===== config.mk =====
export PLATFORM = sky130hd
export DESIGN_NAME = msq_div
export DESIGN_NICKNAME = d
export VERILOG_FILES = /design/src/hw/rtl/msq_pkg.sv /design/src/hw/rtl/msq_div.sv
export SDC_FILE = /design/constraint.sdc
export NUM_CORES = 1
export LEC_CHECK = 0
export BUFFER_PORTS_ARGS = -buffer_cell sky130_fd_sc_hd__clkbuf_2
export CAP_MARGIN = 20
export CORE_UTILIZATION = 40
export CTS_BUF_LIST = sky130_fd_sc_hd__clkbuf_2 sky130_fd_sc_hd__clkbuf_4 sky130_fd_sc_hd__clkbuf_8
export DETAILED_ROUTE_END_ITERATION = 12
export SYNTH_ARGS = -nofsm -noshare
export SYNTH_HDL_FRONTEND = slang
export SYNTH_SLANG_ARGS = --single-unit

===== constraint.sdc =====
create_clock -name i_clk -period 11.3 [get_ports i_clk]
set_input_delay 2.26 -clock i_clk [delete_from_list [all_inputs] [get_ports i_clk]]
set_output_delay 2.26 -clock i_clk [all_outputs]
set_load 0.1 [all_outputs]

===== src/hw/rtl/msq_pkg.sv =====
// shared constants for the marching squares cell
`default_nettype none
package msq_pkg;
    localparam int SAMPLE_BITS_DEF = 16;
    localparam int GRID_POINTS_DEF = 1024;
    localparam int FRAC_BITS_DEF   = 12;
    localparam int IDX_BITS        = 10;
    localparam int COORD_BITS      = 22;
    localparam int CFG_IDX_BITS    = 1;
    localparam int CFG_DATA_BITS   = 16;

    localparam logic [CFG_IDX_BITS-1:0] REG_ISO_LEVEL    = 1'b0;
    localparam logic [CFG_IDX_BITS-1:0] REG_DECIDER_MODE = 1'b1;

    localparam logic MODE_MIDPOINT   = 1'b0;
    localparam logic MODE_ASYMPTOTIC = 1'b1;

    // edge codes
    localparam logic [1:0] EDGE_BOTTOM = 2'd0;
    localparam logic [1:0] EDGE_TOP    = 2'd1;
    localparam logic [1:0] EDGE_LEFT   = 2'd2;
    localparam logic [1:0] EDGE_RIGHT  = 2'd3;
endpackage
`default_nettype wire


===== src/hw/rtl/msq_div.sv =====
// pipelined restoring divider for the edge crossing fraction
`default_nettype none
module msq_div import msq_pkg::*; #(
    parameter int NUM_BITS = 17,
    parameter int FRAC_BITS = FRAC_BITS_DEF,
    parameter int STEPS_PER_STAGE = 4
) (
    input  wire logic                 i_clk,
    input  wire logic                 i_en,
    input  wire logic [NUM_BITS-1:0]  i_num,
    input  wire logic [NUM_BITS-1:0]  i_den,
    output logic      [FRAC_BITS:0]   o_quot
);
    // quotient saturates at one; numerator never exceeds denominator when crossed
    localparam int QB = FRAC_BITS + 1;
    localparam int NSTAGE = (QB + STEPS_PER_STAGE - 1) / STEPS_PER_STAGE;
    localparam int RB = NUM_BITS + 1;

    logic [RB-1:0]       r_rem  [NSTAGE];
    logic [NUM_BITS-1:0] r_den  [NSTAGE];
    logic [QB-1:0]       r_q    [NSTAGE];
    logic                r_zero [NSTAGE];

    for (genvar s = 0; s < NSTAGE; s++) begin : g_stage
        logic [RB-1:0]       c_rem;
        logic [NUM_BITS-1:0] c_den;
        logic [QB-1:0]       c_q;
        logic                c_zero;
        logic [RB-1:0]       n_rem;
        logic [QB-1:0]       n_q;
        if (s == 0) begin : g_head
            assign c_rem  = {1'b0, i_num};
            assign c_den  = i_den;
            assign c_q    = '0;
            assign c_zero = (i_den == '0);
        end else begin : g_body
            assign c_rem  = r_rem[s-1];
            assign c_den  = r_den[s-1];
            assign c_q    = r_q[s-1];
            assign c_zero = r_zero[s-1];
        end
        always_comb begin
            logic [RB:0] t;
            t     = '0;
            n_rem = c_rem;
            n_q   = c_q;
            for (int k = 0; k < STEPS_PER_STAGE; k++) begin
                if (s * STEPS_PER_STAGE + k < QB) begin
                    // first step compares remainder at weight 2^FRAC_BITS
                    if (s == 0 && k == 0) begin
                        t = {1'b0, n_rem};
                    end else begin
                        t = {n_rem, 1'b0};
                    end
                    if (t >= {2'b0, c_den}) begin
                        t = t - {2'b0, c_den};
                        n_q = {n_q[QB-2:0], 1'b1};
                    end else begin
                        n_q = {n_q[QB-2:0], 1'b0};
                    end
                    n_rem = t[RB-1:0];
                end
            end
        end
        always_ff @(posedge i_clk) begin
            if (i_en) begin
                r_rem[s]  <= n_rem;
                r_den[s]  <= c_den;
                r_q[s]    <= n_q;
                r_zero[s] <= c_zero;
            end
        end
    end

    always_comb begin
        if (r_zero[NSTAGE-1]) begin
            o_quot = '0;
        end else if (r_q[NSTAGE-1] > QB'(1 << FRAC_BITS)) begin
            o_quot = QB'(1 << FRAC_BITS);
        end else begin
            o_quot = r_q[NSTAGE-1];
        end
    end
endmodule
`default_nettype wire


==> results.tsv <==
stage	metric	value	unit
outcome	outcome	completed	
floorplan	IO Pins	49	
synthesis	Synth top area share	0.256	
cts	CTS clk-pin slew, worst paths	0.09	ns
timing	pins over their slew limit	0	
final_layout	Fillers	4055	
floorplan	Die W	209	um
synthesis	dominant synthesized flop cell	edfxtp_1	
critical_path	RR Startpoint	r_den[1][1]	
critical_path	Slowest-stage cell, CP	or3_1	
critical_path	CP Launch Type	input port	
placement	Place WS	-0.0890	ns
hold_path	hold depth	0	
final_layout	final instance area	19300	sq um
critical_path	Reg2Reg Depth	43	
floorplan	FP Rows	75	
cts	number of CTS-inserted buffers	17	
route	drt initial violations	895	
cts	Hold Buf Count CTS	0	
synthesis	asr flop ratio synth	0	
critical_path	largest fanout on the critical path	14	
synthesis	EDFF count, synth	146	
final_layout	multi-input combinational cell area	12200	sq um
grt	first-pass GRT wire length	79600	um
final_layout	final core occ	0.460	
synthesis	register area share after synthesis	0.256	
run	max-cap viol count	0	
route	DRT Pass-1 Iters	7	
critical_path	CP peak stage delay	0.41	ns
grt	largest net degree at the start of global routing	85	
route	drt drc	0	
route	Routed Antenna Nets	0	
synthesis	#FFs+latches synth	146	
grt	Overflow after GRT	0	
synthesis	count leader, synth	ha_1	
route	wire per inst	19.7	um
synthesis	YS warnings	0	
critical_path	Critical R2R Capture	r_rem[2][3]	
floorplan	Core Region	42000	sq um
placement	DP Wirelength	42300	um
critical_path	Setup crit end kind	register	
timing	final worst slack	0.421	ns
critical_path	reg2reg setup slack	0.58	ns
route	via count	14989	
cts	CTS sink cnt	146	
critical_path	critical path arrival	11.10	ns
hold_path	HP Start	r_q[2][8]	
floorplan	die area	43600	sq um
hold_path	Hold EP	r_q[3][9]	
final_layout	nets	2296	
floorplan	Initial Util	0.407	
synthesis	Mapped Avg Cell Area	9.05	sq um
synthesis	synth cell count leaders	ha_1 (212), a21oi_1 (169), nor2_1 (153), edfxtp_1 (146), inv_1 (115)	
cts	depth of the CTS H-tree	4	
cts	Root Driver	clkbuf_8	
floorplan	Die Span Y	209	um
timing	period utilization	0.963	
timing	Period minus WS final	10.88	ns
grt	vias in the first global route	14535	
timing	Worst-Margin Slew	1.15	ns
cts	latest clock arrival within the worst-skew pair	0.49	ns
timing	Setup Viol. Count Final	0	
synthesis	Mapped Nets	2142	
synthesis	Synth cell types	95	
final_layout	fraction of layout cells with a size suffix above 1	0.172	
timing	Setup Skew	0.0213	ns
final_layout	FF/Latch Area	4380	sq um
grt	antenna violations before repair	0	
cts	CTS tree	yes	
critical_path	Required @ worst endpoint	11.52	ns
synthesis	cell taking the most area after synthesis	edfxtp_1	
placement	dpl cell area	18800	sq um
timing	final hold vios	0	
timing	slew margin rel.	0.211	
synthesis	Mapped Cells	1890	
synthesis	synthesized area	17100	sq um
grt	GRT Util Overall	0.233	
synthesis	synth top area cells	edfxtp_1 (26%), ha_1 (16%), xnor2_1 (5.3%), a21oi_1 (4.9%), mux2_2 (4.9%)	
timing	achievable frequency	91.9	MHz
placement	Placer Congestion	0.960	
cts	Clock Tree Buf Depth	2	
hold_path	Hold WC Path Type	reg2reg	
critical_path	WS Path Type	in2reg	
final_layout	area growth from synthesis to layout	13.1	%
route	final WL	51100	um
route	number of vias per cell	5.77	
placement	PortBufs	48	
## critical path, delay by kind of cell
family,cells,cell delay (ns)
AND/OR/NAND/NOR,10,2.22
AO/OA/AOI/OAI,15,3.46
multiplexers,3,1.00
buffers and inverters,6,0.95
adder cells (fa/ha/maj),4,1.20
## cell type report
type,instances,share of cell area
Sequential cell,146,0.227
Antenna cell,2,0.000259
Timing Repair Buffer,173,0.0636
Tap cell,539,0.0349
Clock buffer,17,0.0121
Inverter,119,0.0232
Multi-Input combinational cell,1587,0.630
Clock inverter,15,0.00964
## worst max path at each step
stage | start | endpoint | slack (ns) | depth (start not counted)
5_1_grt | r_den[0][10] | r_rem[1][4] | -0.03 | 41
4_1_cts | r_den[0][10] | r_rem[1][0] | 0.08 | 38
3_3_place_gp | i_den[4] | r_rem[0][5] | 0.04 | 40
3_5_place_dp | i_den[12] | r_rem[0][2] | -0.09 | 39
6_report | i_den[12] | r_rem[0][14] | 0.42 | 38
2_1_floorplan | i_num[0] | r_rem[0][10] | 0.06 | 45
## what timing repair did
action	CTS	global route
setup buffers	0	7
endpoints found under the setup margin	0	52
gates resized for setup	0	23
## cells by family after synthesis
group	count (synthesis)	synth area share
XOR/XNOR	153	0.0784
adder cells (fa/ha/maj)	216	0.160
AND/OR/NAND/NOR	500	0.148
buffers and inverters	157	0.0371
AO/OA/AOI/OAI	593	0.236
multiplexers	125	0.0847
flip-flops	146	0.256
## metrics by stage
step                setup TNS [ns]  hold slack, ns  std cells
detailed placement           -1.00           0.406       2557
floorplan                        0           0.400       1890
global route               -0.0594           0.436       2596
finish                           0           0.421       2598
global placement                 0           0.401       2557
CTS                              0           0.423       2589
## registers in the layout (all words and copies together), names as in the netlist
name,cells
r_den,51
r_rem,54
r_q,37
r_zero,4
## cell usage in the layout (no fill, tap or decap), types with 19 or more instances in the layout
master    synthesis  final
a211oi_1         22     21
ha_1            212    212
nor2b_1          19     19
nor3_1           36     36
mux2_1           21     21
and3_1           26     26
o21bai_1         29     29
nand2b_1         20     20
and2_1           23     23
buf_4             1    120
o21ai_0          78     70
o21a_1           51     51
inv_1           115    114
xnor2_1         103    103
nand4_1          23     23
xor2_1           50     50
nand3_1          37     37
edfxtp_1        146    146
a21o_1           96     96
mux2_2           74     74
nand2_1          94     94
a21oi_1         169    163
nor2_1          153    153
clkbuf_2          0     47
## per-layer routing
| layer | part of all wire | wire length [um] | GRT usage | vias to the layer above |
|---|---|---|---|---|
| met3 | 0.032 | 1640 | 0.0233 | 65 |
| li1 | - | - | - | 7457 |
| met2 | 0.49 | 25200 | 0.414 | 318 |
| met1 | 0.44 | 22600 | 0.292 | 7149 |
| met4 | 0.031 | 1600 | 0.0842 | 0 |
| met5 | 0 | 0 | 0 | - |
Power is not shown: default switching activity piles up to over one toggle a cycle in this logic, so the estimate is an artifact.
